$ cat src/rtl/core/ppucrp_pkg.sv
// Package with the beat types, codes and constants of the video processor register port.
`timescale 1ns / 1ps

package ppucrp_pkg;

    localparam int OAM_DEPTH_DEF = 256;

    localparam logic [2:0] KIND_READ         = 3'd0;
    localparam logic [2:0] KIND_WRITE        = 3'd1;
    localparam logic [2:0] KIND_VBLANK_START = 3'd2;
    localparam logic [2:0] KIND_VBLANK_END   = 3'd3;
    localparam logic [2:0] KIND_SPRITE_HIT   = 3'd4;

    localparam logic [2:0] REG_CONTROL   = 3'd0;
    localparam logic [2:0] REG_MASK      = 3'd1;
    localparam logic [2:0] REG_STATUS    = 3'd2;
    localparam logic [2:0] REG_OAM_ADDR  = 3'd3;
    localparam logic [2:0] REG_OAM_DATA  = 3'd4;
    localparam logic [2:0] REG_SCROLL    = 3'd5;
    localparam logic [2:0] REG_VADDR     = 3'd6;
    localparam logic [2:0] REG_DATA      = 3'd7;

    localparam logic [7:0]  STATUS_RESET  = 8'h10;
    localparam logic [13:0] PALETTE_BASE  = 14'h3F00;
    localparam logic [15:0] STEP_ACROSS   = 16'd1;
    localparam logic [15:0] STEP_DOWN     = 16'd32;

    typedef struct packed {
        logic [2:0] kind;
        logic [2:0] reg_select;
        logic [7:0] write_data;
        logic [7:0] mem_read_data;
        logic [7:0] mem_read_below;
    } t_in_item;

    typedef struct packed {
        logic [7:0]  read_data;
        logic [15:0] mem_address;
        logic        mem_write;
        logic [7:0]  mem_write_data;
        logic        nmi_request;
        logic [7:0]  control_out;
        logic [7:0]  mask_out;
        logic [2:0]  fine_x_out;
        logic [15:0] temp_address_out;
        logic [15:0] video_address_out;
    } t_out_item;

endpackage

$ cat src/rtl/core/ppucrp_stream_if.sv
// Valid/ready channel interface that carries one beat of a given payload type.
`timescale 1ns / 1ps

interface ppucrp_stream_if #(
    parameter type T = logic
);
    logic valid;
    logic ready;
    T     data;

    modport source (output valid, output data, input ready);
    modport sink   (input valid, input data, output ready);
endinterface

$ cat src/rtl/core/ppu_cpu_register_port.sv
// Top level of the processor-side register port of the video processor.
`timescale 1ns / 1ps

// One beat in, one beat out: each accepted request beat (read, write or video event)
// yields exactly one response beat, and while the response side is not stalled a new
// request can be taken in every cycle, so the sustained rate is one beat per cycle.
// The request is registered, decoded against the register state in one pass, and the
// response is registered. The sprite memory is an array with one write port and one read
// port, read through a register that always holds the entry at the current OAM address;
// per-entry valid bits make it read as zero after reset, so no clearing pass is needed.
module ppu_cpu_register_port #(
    parameter int OAM_DEPTH = ppucrp_pkg::OAM_DEPTH_DEF
) (
    input  logic            i_clk,
    input  logic            i_rst_n,
    ppucrp_stream_if.sink   i_req,
    ppucrp_stream_if.source o_rsp
);
    import ppucrp_pkg::*;

    localparam int IDX_W = $clog2(OAM_DEPTH);

    logic            r_in_vld;
    t_in_item        r_in;
    logic            r_out_vld;
    t_out_item       r_out;
    logic            advance;

    logic [7:0]      r_control;
    logic [7:0]      r_mask;
    logic [7:0]      r_status;
    logic [7:0]      r_oam_ptr;
    logic            r_second;
    logic [2:0]      r_fine_x;
    logic [15:0]     r_temp;
    logic [15:0]     r_vaddr;
    logic [7:0]      r_buffer;

    logic [7:0]      n_control;
    logic [7:0]      n_mask;
    logic [7:0]      n_status;
    logic [7:0]      n_oam_ptr;
    logic            n_second;
    logic [2:0]      n_fine_x;
    logic [15:0]     n_temp;
    logic [15:0]     n_vaddr;
    logic [7:0]      n_buffer;
    t_out_item       n_out;

    logic [7:0]      oam_mem [OAM_DEPTH];
    logic [OAM_DEPTH-1:0] r_oam_written;
    logic [7:0]      r_oam_q;
    logic            r_oam_hit;
    logic            oam_we;
    logic [15:0]     step;

    assign advance     = r_in_vld && (!r_out_vld || o_rsp.ready);
    assign i_req.ready = !r_in_vld || advance;
    assign o_rsp.valid = r_out_vld;
    assign o_rsp.data  = r_out;

    assign step   = r_control[2] ? STEP_DOWN : STEP_ACROSS;
    assign oam_we = advance && (r_in.kind == KIND_WRITE) && (r_in.reg_select == REG_OAM_DATA);

    always_comb begin
        n_control = r_control;
        n_mask    = r_mask;
        n_status  = r_status;
        n_oam_ptr = r_oam_ptr;
        n_second  = r_second;
        n_fine_x  = r_fine_x;
        n_temp    = r_temp;
        n_vaddr   = r_vaddr;
        n_buffer  = r_buffer;
        n_out     = '0;

        case (r_in.kind)
            KIND_READ: begin
                case (r_in.reg_select)
                    REG_STATUS: begin
                        n_out.read_data = r_status;
                        n_status        = {1'b0, r_status[6:0]};
                        n_second        = 1'b0;
                    end
                    REG_OAM_DATA: begin
                        n_out.read_data = r_oam_hit ? r_oam_q : 8'h00;
                    end
                    REG_DATA: begin
                        n_out.mem_address = r_vaddr;
                        n_vaddr           = r_vaddr + step;
                        if (r_vaddr[13:0] < PALETTE_BASE) begin
                            n_out.read_data = r_buffer;
                            n_buffer        = r_in.mem_read_data;
                        end else begin
                            n_out.read_data = r_in.mem_read_data;
                            n_buffer        = r_in.mem_read_below;
                        end
                    end
                    default: begin
                    end
                endcase
            end
            KIND_WRITE: begin
                case (r_in.reg_select)
                    REG_CONTROL: begin
                        n_control         = r_in.write_data;
                        n_temp            = {r_temp[15:12], r_in.write_data[1:0], r_temp[9:0]};
                        n_out.nmi_request = r_in.write_data[7] && r_status[7];
                    end
                    REG_MASK: begin
                        n_mask = r_in.write_data;
                    end
                    REG_OAM_ADDR: begin
                        n_oam_ptr = r_in.write_data;
                    end
                    REG_OAM_DATA: begin
                        n_oam_ptr = r_oam_ptr + 8'd1;
                    end
                    REG_SCROLL: begin
                        if (!r_second) begin
                            n_fine_x = r_in.write_data[2:0];
                            n_temp   = {r_temp[15:5], r_in.write_data[7:3]};
                        end else begin
                            n_temp = {r_temp[15], r_in.write_data[2:0], r_temp[11:10],
                                      r_in.write_data[7:3], r_temp[4:0]};
                        end
                        n_second = !r_second;
                    end
                    REG_VADDR: begin
                        if (!r_second) begin
                            n_temp = {r_in.write_data, r_temp[7:0]};
                        end else begin
                            n_temp  = {r_temp[15:8], r_in.write_data};
                            n_vaddr = {r_temp[15:8], r_in.write_data};
                        end
                        n_second = !r_second;
                    end
                    REG_DATA: begin
                        n_out.mem_address    = r_vaddr;
                        n_out.mem_write      = 1'b1;
                        n_out.mem_write_data = r_in.write_data;
                        n_vaddr              = r_vaddr + step;
                    end
                    default: begin
                    end
                endcase
                n_status = {r_status[7:5], r_in.write_data[4:0]};
            end
            KIND_VBLANK_START: begin
                n_status          = {1'b1, r_status[6:0]};
                n_out.nmi_request = r_control[7];
            end
            KIND_VBLANK_END: begin
                n_status = {2'b00, r_status[5:0]};
            end
            KIND_SPRITE_HIT: begin
                n_status = {r_status[7], 1'b1, r_status[5:0]};
            end
            default: begin
            end
        endcase

        n_out.control_out       = n_control;
        n_out.mask_out          = n_mask;
        n_out.fine_x_out        = n_fine_x;
        n_out.temp_address_out  = n_temp;
        n_out.video_address_out = n_vaddr;

        if (!advance) begin
            n_oam_ptr = r_oam_ptr;
        end
    end

    always_ff @(posedge i_clk) begin
        if (!i_rst_n) begin
            r_in_vld  <= 1'b0;
            r_out_vld <= 1'b0;
            r_control <= '0;
            r_mask    <= '0;
            r_status  <= STATUS_RESET;
            r_oam_ptr <= '0;
            r_second  <= 1'b0;
            r_fine_x  <= '0;
            r_temp    <= '0;
            r_vaddr   <= '0;
            r_buffer  <= '0;
        end else begin
            if (i_req.ready) begin
                r_in_vld <= i_req.valid;
            end
            if (advance) begin
                r_out_vld <= 1'b1;
                r_control <= n_control;
                r_mask    <= n_mask;
                r_status  <= n_status;
                r_oam_ptr <= n_oam_ptr;
                r_second  <= n_second;
                r_fine_x  <= n_fine_x;
                r_temp    <= n_temp;
                r_vaddr   <= n_vaddr;
                r_buffer  <= n_buffer;
            end else if (o_rsp.ready) begin
                r_out_vld <= 1'b0;
            end
        end
    end

    always_ff @(posedge i_clk) begin
        if (i_req.valid && i_req.ready) begin
            r_in <= i_req.data;
        end
        if (advance) begin
            r_out <= n_out;
        end
    end

    // The read register follows the next OAM address, so it always shows the current entry.
    always_ff @(posedge i_clk) begin
        if (oam_we) begin
            oam_mem[r_oam_ptr[IDX_W-1:0]] <= r_in.write_data;
        end
        r_oam_q <= oam_mem[n_oam_ptr[IDX_W-1:0]];
    end

    always_ff @(posedge i_clk) begin
        if (!i_rst_n) begin
            r_oam_written <= '0;
            r_oam_hit     <= 1'b0;
        end else begin
            if (oam_we) begin
                r_oam_written[r_oam_ptr[IDX_W-1:0]] <= 1'b1;
            end
            r_oam_hit <= r_oam_written[n_oam_ptr[IDX_W-1:0]];
        end
    end

endmodule

$ cat src/flat_wrapper.sv
// flat-port wrapper written by rule: the top's interface ports become plain ports
module ppu_cpu_register_port_flat import ppucrp_pkg::*;
#(
    parameter int OAM_DEPTH = ppucrp_pkg::OAM_DEPTH_DEF
)
  (i_clk, i_rst_n, i_req_valid, i_req_data, i_req_ready, o_rsp_valid, o_rsp_data, o_rsp_ready);
  ppucrp_stream_if #(.T(t_in_item)) i_req_i ();
  ppucrp_stream_if #(.T(t_out_item)) o_rsp_i ();
  input  logic i_clk;
  input  logic i_rst_n;
  input wire logic [$bits(i_req_i.valid)-1:0] i_req_valid;
  input wire logic [$bits(i_req_i.data)-1:0] i_req_data;
  output wire logic [$bits(i_req_i.ready)-1:0] i_req_ready;
  output wire logic [$bits(o_rsp_i.valid)-1:0] o_rsp_valid;
  output wire logic [$bits(o_rsp_i.data)-1:0] o_rsp_data;
  input wire logic [$bits(o_rsp_i.ready)-1:0] o_rsp_ready;
  assign i_req_i.valid = i_req_valid;
  assign i_req_i.data = i_req_data;
  assign i_req_ready = i_req_i.ready;
  assign o_rsp_valid = o_rsp_i.valid;
  assign o_rsp_data = o_rsp_i.data;
  assign o_rsp_i.ready = o_rsp_ready;
  ppu_cpu_register_port #(.OAM_DEPTH(OAM_DEPTH)) u_core (.i_clk(i_clk), .i_rst_n(i_rst_n), .i_req(i_req_i), .o_rsp(o_rsp_i));
endmodule
$ cat config.mk
export PLATFORM = sky130hd
export DESIGN_NAME = ppu_cpu_register_port_flat
export DESIGN_NICKNAME = d
export VERILOG_FILES = /design/src/rtl/core/ppucrp_pkg.sv /design/src/rtl/core/ppucrp_stream_if.sv /design/src/rtl/core/ppu_cpu_register_port.sv /design/src/flat_wrapper.sv
export SDC_FILE = /design/constraint.sdc
export NUM_CORES = 2
export LEC_CHECK = 0
export BUFFER_PORTS_ARGS = -buffer_cell sky130_fd_sc_hd__buf_2
export CAP_MARGIN = 20
export CELL_PAD_IN_SITES_DETAIL_PLACEMENT = 1
export CELL_PAD_IN_SITES_GLOBAL_PLACEMENT = 1
export CORE_ASPECT_RATIO = 1.75
export CORE_MARGIN = 5
export CORE_UTILIZATION = 52
export DETAILED_ROUTE_END_ITERATION = 10
export GPL_TIMING_DRIVEN = 0
export PLACE_DENSITY = 0.78
export SYNTH_ARGS = -nofsm -noshare
export SYNTH_HDL_FRONTEND = slang
export SYNTH_SLANG_ARGS = --single-unit
$ cat constraint.sdc
create_clock -name i_clk -period 8.4 [get_ports i_clk]
set_clock_uncertainty 0.1 [all_clocks]
set_input_delay 1.26 -clock i_clk [delete_from_list [all_inputs] [get_ports i_clk]]
set_output_delay 1.26 -clock i_clk [all_outputs]
set_load 0.005 [all_outputs]
==> qor.yml <==
outcome: "complete, no violations"
setup_slack_ns: 1.07
min_path_cells: 1
clk_pin_slew_ns: 0.07
fin_crit_ns: 7.33
routed_wl_um: 464000
remaining_drc_errors: 0
post_cts_resized: 0
drive_above_1_share_pct: 12.8
detail-route-antenna-nets: 0
dieArea_um2: 203000
final_cell_mix: "edfxtp_1, nand2_1, nand3_1"
reg2reg_slack_ns: 1.07
grt_usage_pct: 45.0
synthFlopType: "edfxtp_1"
slowest_delay_ns: 0.92
rsz0062_at_grt: "false"
finalNetCount: 8435
final_max_slew_viol_count: 0
gp_congestion: 1.05
final_common_cell: "edfxtp_1"
crit_type: "reg -> reg"
wire_per_inst_um: 41.5
drt-met1-wl_um: 137000
power_mw: 25.2
worstPathRequired_ns: 9.06
area_delta_synth_final_pct: 15.4
viasPerCell: 6.81
crit_top_cell: "buf_2"
synth_top_area_share_pct: 64.6
core_um2: 192000
hold_violations: 0
tritoncts: "built"
r2r-end: "u_core.r_oam_q[5]"
fp.dieH_um: 592
synth_area_leaders: "edfxtp_1, nand2_1, dfxtp_1"
grt_max_degree: 71
min_to: "u_core.r_oam_written[216]"
port_buffers: 119
critical_path.slowest_cell: "o22ai_1"
synth.distinct_cells: 88
r2r_cells: 15
fmax_mhz: 136
synth_edf_count: 2163
mappedNetlistArea_um2: 101000
synth_area_leader_cell: "edfxtp_1"
drv_cap: 0
die_w_um: 342
num_vias: 76200
yosys_warnings: 0
clock-sinks: 2505
finalSetupViolations: 0
syn_nets: 7878
async_reset_ff_share_pct: 0
antenna_found_initial: 44
worst_setup_path_start_kind: "flip-flop"
cts_max_level: 4
stdcell_count: 11200
syn-mean-instance-area_um2: 12.8
syn_inst: 7837
p_leak_nw: 39.8
critPathCaptureType: "flip-flop"
clock_latency_ns: 0.97
crit_arrival_ns: 7.99
start_util_pct: 52.3
hpwl_um: 344000
num_rows: 213
grt_overflow: 0
wl_met3_um: 46400
path_cells: "inv_1, ha_1, nor4bb_1, o2111a_1, a21o_1, buf_6, buf_2, buf_2, buf_2, clkbuf_1, nand3_1, nand3_1, a41oi_1, o22ai_1, a211oi_2"
hp-start: "u_core.r_oam_written[216]"
power_density_nw_per_um2: 217
seq_area_frac_synth_pct: 71.4
relSlewSlack_pct: 11.4
holdWs_ns: 0.367
r2r_start: "u_core.r_oam_ptr[0]"
dpl.cell_count: 10700
synth_seq_cells: 2505
drt-initial-drc-count: 10000
hold_class: "reg -> reg"
met2_length_um: 214000
cp_max_fo: 10
top_layer: "met5"
first_global_vias: 77800
pre_cts_slack_ns: 1.45
clock_path_buffers: 4
dr.pass1.iters: 6
cts_hold_buf: 0
io_pins: 121
cts_setup_buffers: 0
min_period_over_period_pct: 87.3
peakVddDrop_mv: 0.231
grt_pass1_wl_um: 620000
worst_pin_slew_ns: 1.33
cts_buffers: 227
ctsRootBufferMaster: "clkbuf_16"
[flip-flops by register name, summed over array words and instances (netlist names), 8 cells and up]
name and flops:
u_core.r_oam_q 8, u_core.r_oam_ptr 8, u_core.r_buffer 8, u_core.o_rsp.data 85, u_core.r_vaddr 16, u_core.r_in 30, u_core.oam_mem 2048, u_core.r_mask 8
u_core.r_temp 16, u_core.r_control 8, u_core.r_oam_written 256
[cells by family after synthesis]
family	count (synthesis)	share of synthesized area (%)
compound gates	1175	8.50
fa+ha+maj	7	0.0871
mux	204	2.71
flops	2505	71.4
xor+xnor	3	0.0261
simple gates	3379	14.5
buf+inv	564	2.77
[how the worst max path moves through the flow]
stage | startpoint | to | slack (ns) | cells after the start
after floorplan | u_core.r_in[16] | u_core.r_oam_q[0] | 2.49 | 10
after global placement | u_core.r_in[17] | u_core.r_oam_q[7] | -5.54 | 11
after detailed placement | o_rsp_ready | u_core.r_oam_q[0] | 1.45 | 15
after CTS | u_core.r_oam_ptr[0] | u_core.r_oam_q[0] | 1.59 | 15
after global routing | u_core.r_oam_ptr[0] | u_core.r_oam_q[5] | 1.20 | 15
final | u_core.r_oam_ptr[0] | u_core.r_oam_q[5] | 1.07 | 15
[worst max-delay path, delay by kind of cell, from the launching register on]
kind	cells	cell delay [ns]
buffers and inverters	6	3.01
flip-flops	1	0.63
adder cells (fa/ha/maj)	1	0.37
AND/OR/NAND/NOR	3	1.10
AO/OA/AOI/OAI	5	1.90
[metal layers]
metal  GRT usage [%]  vias up
met5           0.166        -
met4            49.9       24
met3            13.3     2361
li1                -    30200
met1            44.2    38100
met2            71.9     5581
[cell usage after synthesis, types with 22 or more instances]
library cell / number
o21a_1: 262
nand2_1: 1941
nand3_1: 694
dfxtp_1: 342
buf_2: 233
clkbuf_1: 210
a311oi_1: 50
a211oi_1: 41
buf_1: 32
mux2_2: 30
buf_4: 56
and3_1: 167
mux4_2: 52
a21oi_1: 124
nor2_1: 365
and2_1: 67
o22ai_1: 71
nor3_1: 22
edfxtp_1: 2163
a32oi_1: 87
a21boi_0: 25
o21ai_0: 64
a221oi_1: 54
a31oi_1: 221
nand4_1: 30
mux2i_1: 122
[stage by stage]
stage	TNS [ns]	cell area, um2	utilization [%]
after floorplan	0	101000	-
after global placement	-2382.02	104000	54.3
after detailed placement	0	108000	56.3
after CTS	0	116000	60.2
after global routing	0	116000	60.3
final	0	116000	60.3
[cell type report]
class | count | area, um2
Fill cell | 18700 | 76300
Sequential cell | 2505 | 71800
Multi-Input combinational cell | 4768 | 26000
Clock buffer | 301 | 6260
Timing Repair Buffer | 328 | 4790
Tap cell | 2580 | 3230
Buffer | 553 | 2760
Clock inverter | 113 | 1120
Antenna cell | 37 | 92.6
Inverter | 11 | 41.3
[power breakdown]
group          switching [mW]  internal [mW]  total [mW]
combinational           0.617          0.263       0.880
clock                    4.85           5.87        10.7
sequential             0.0309           13.5        13.6
total                    5.50           19.7        25.2
No activity file was read; power rests on OpenSTA's default activity.
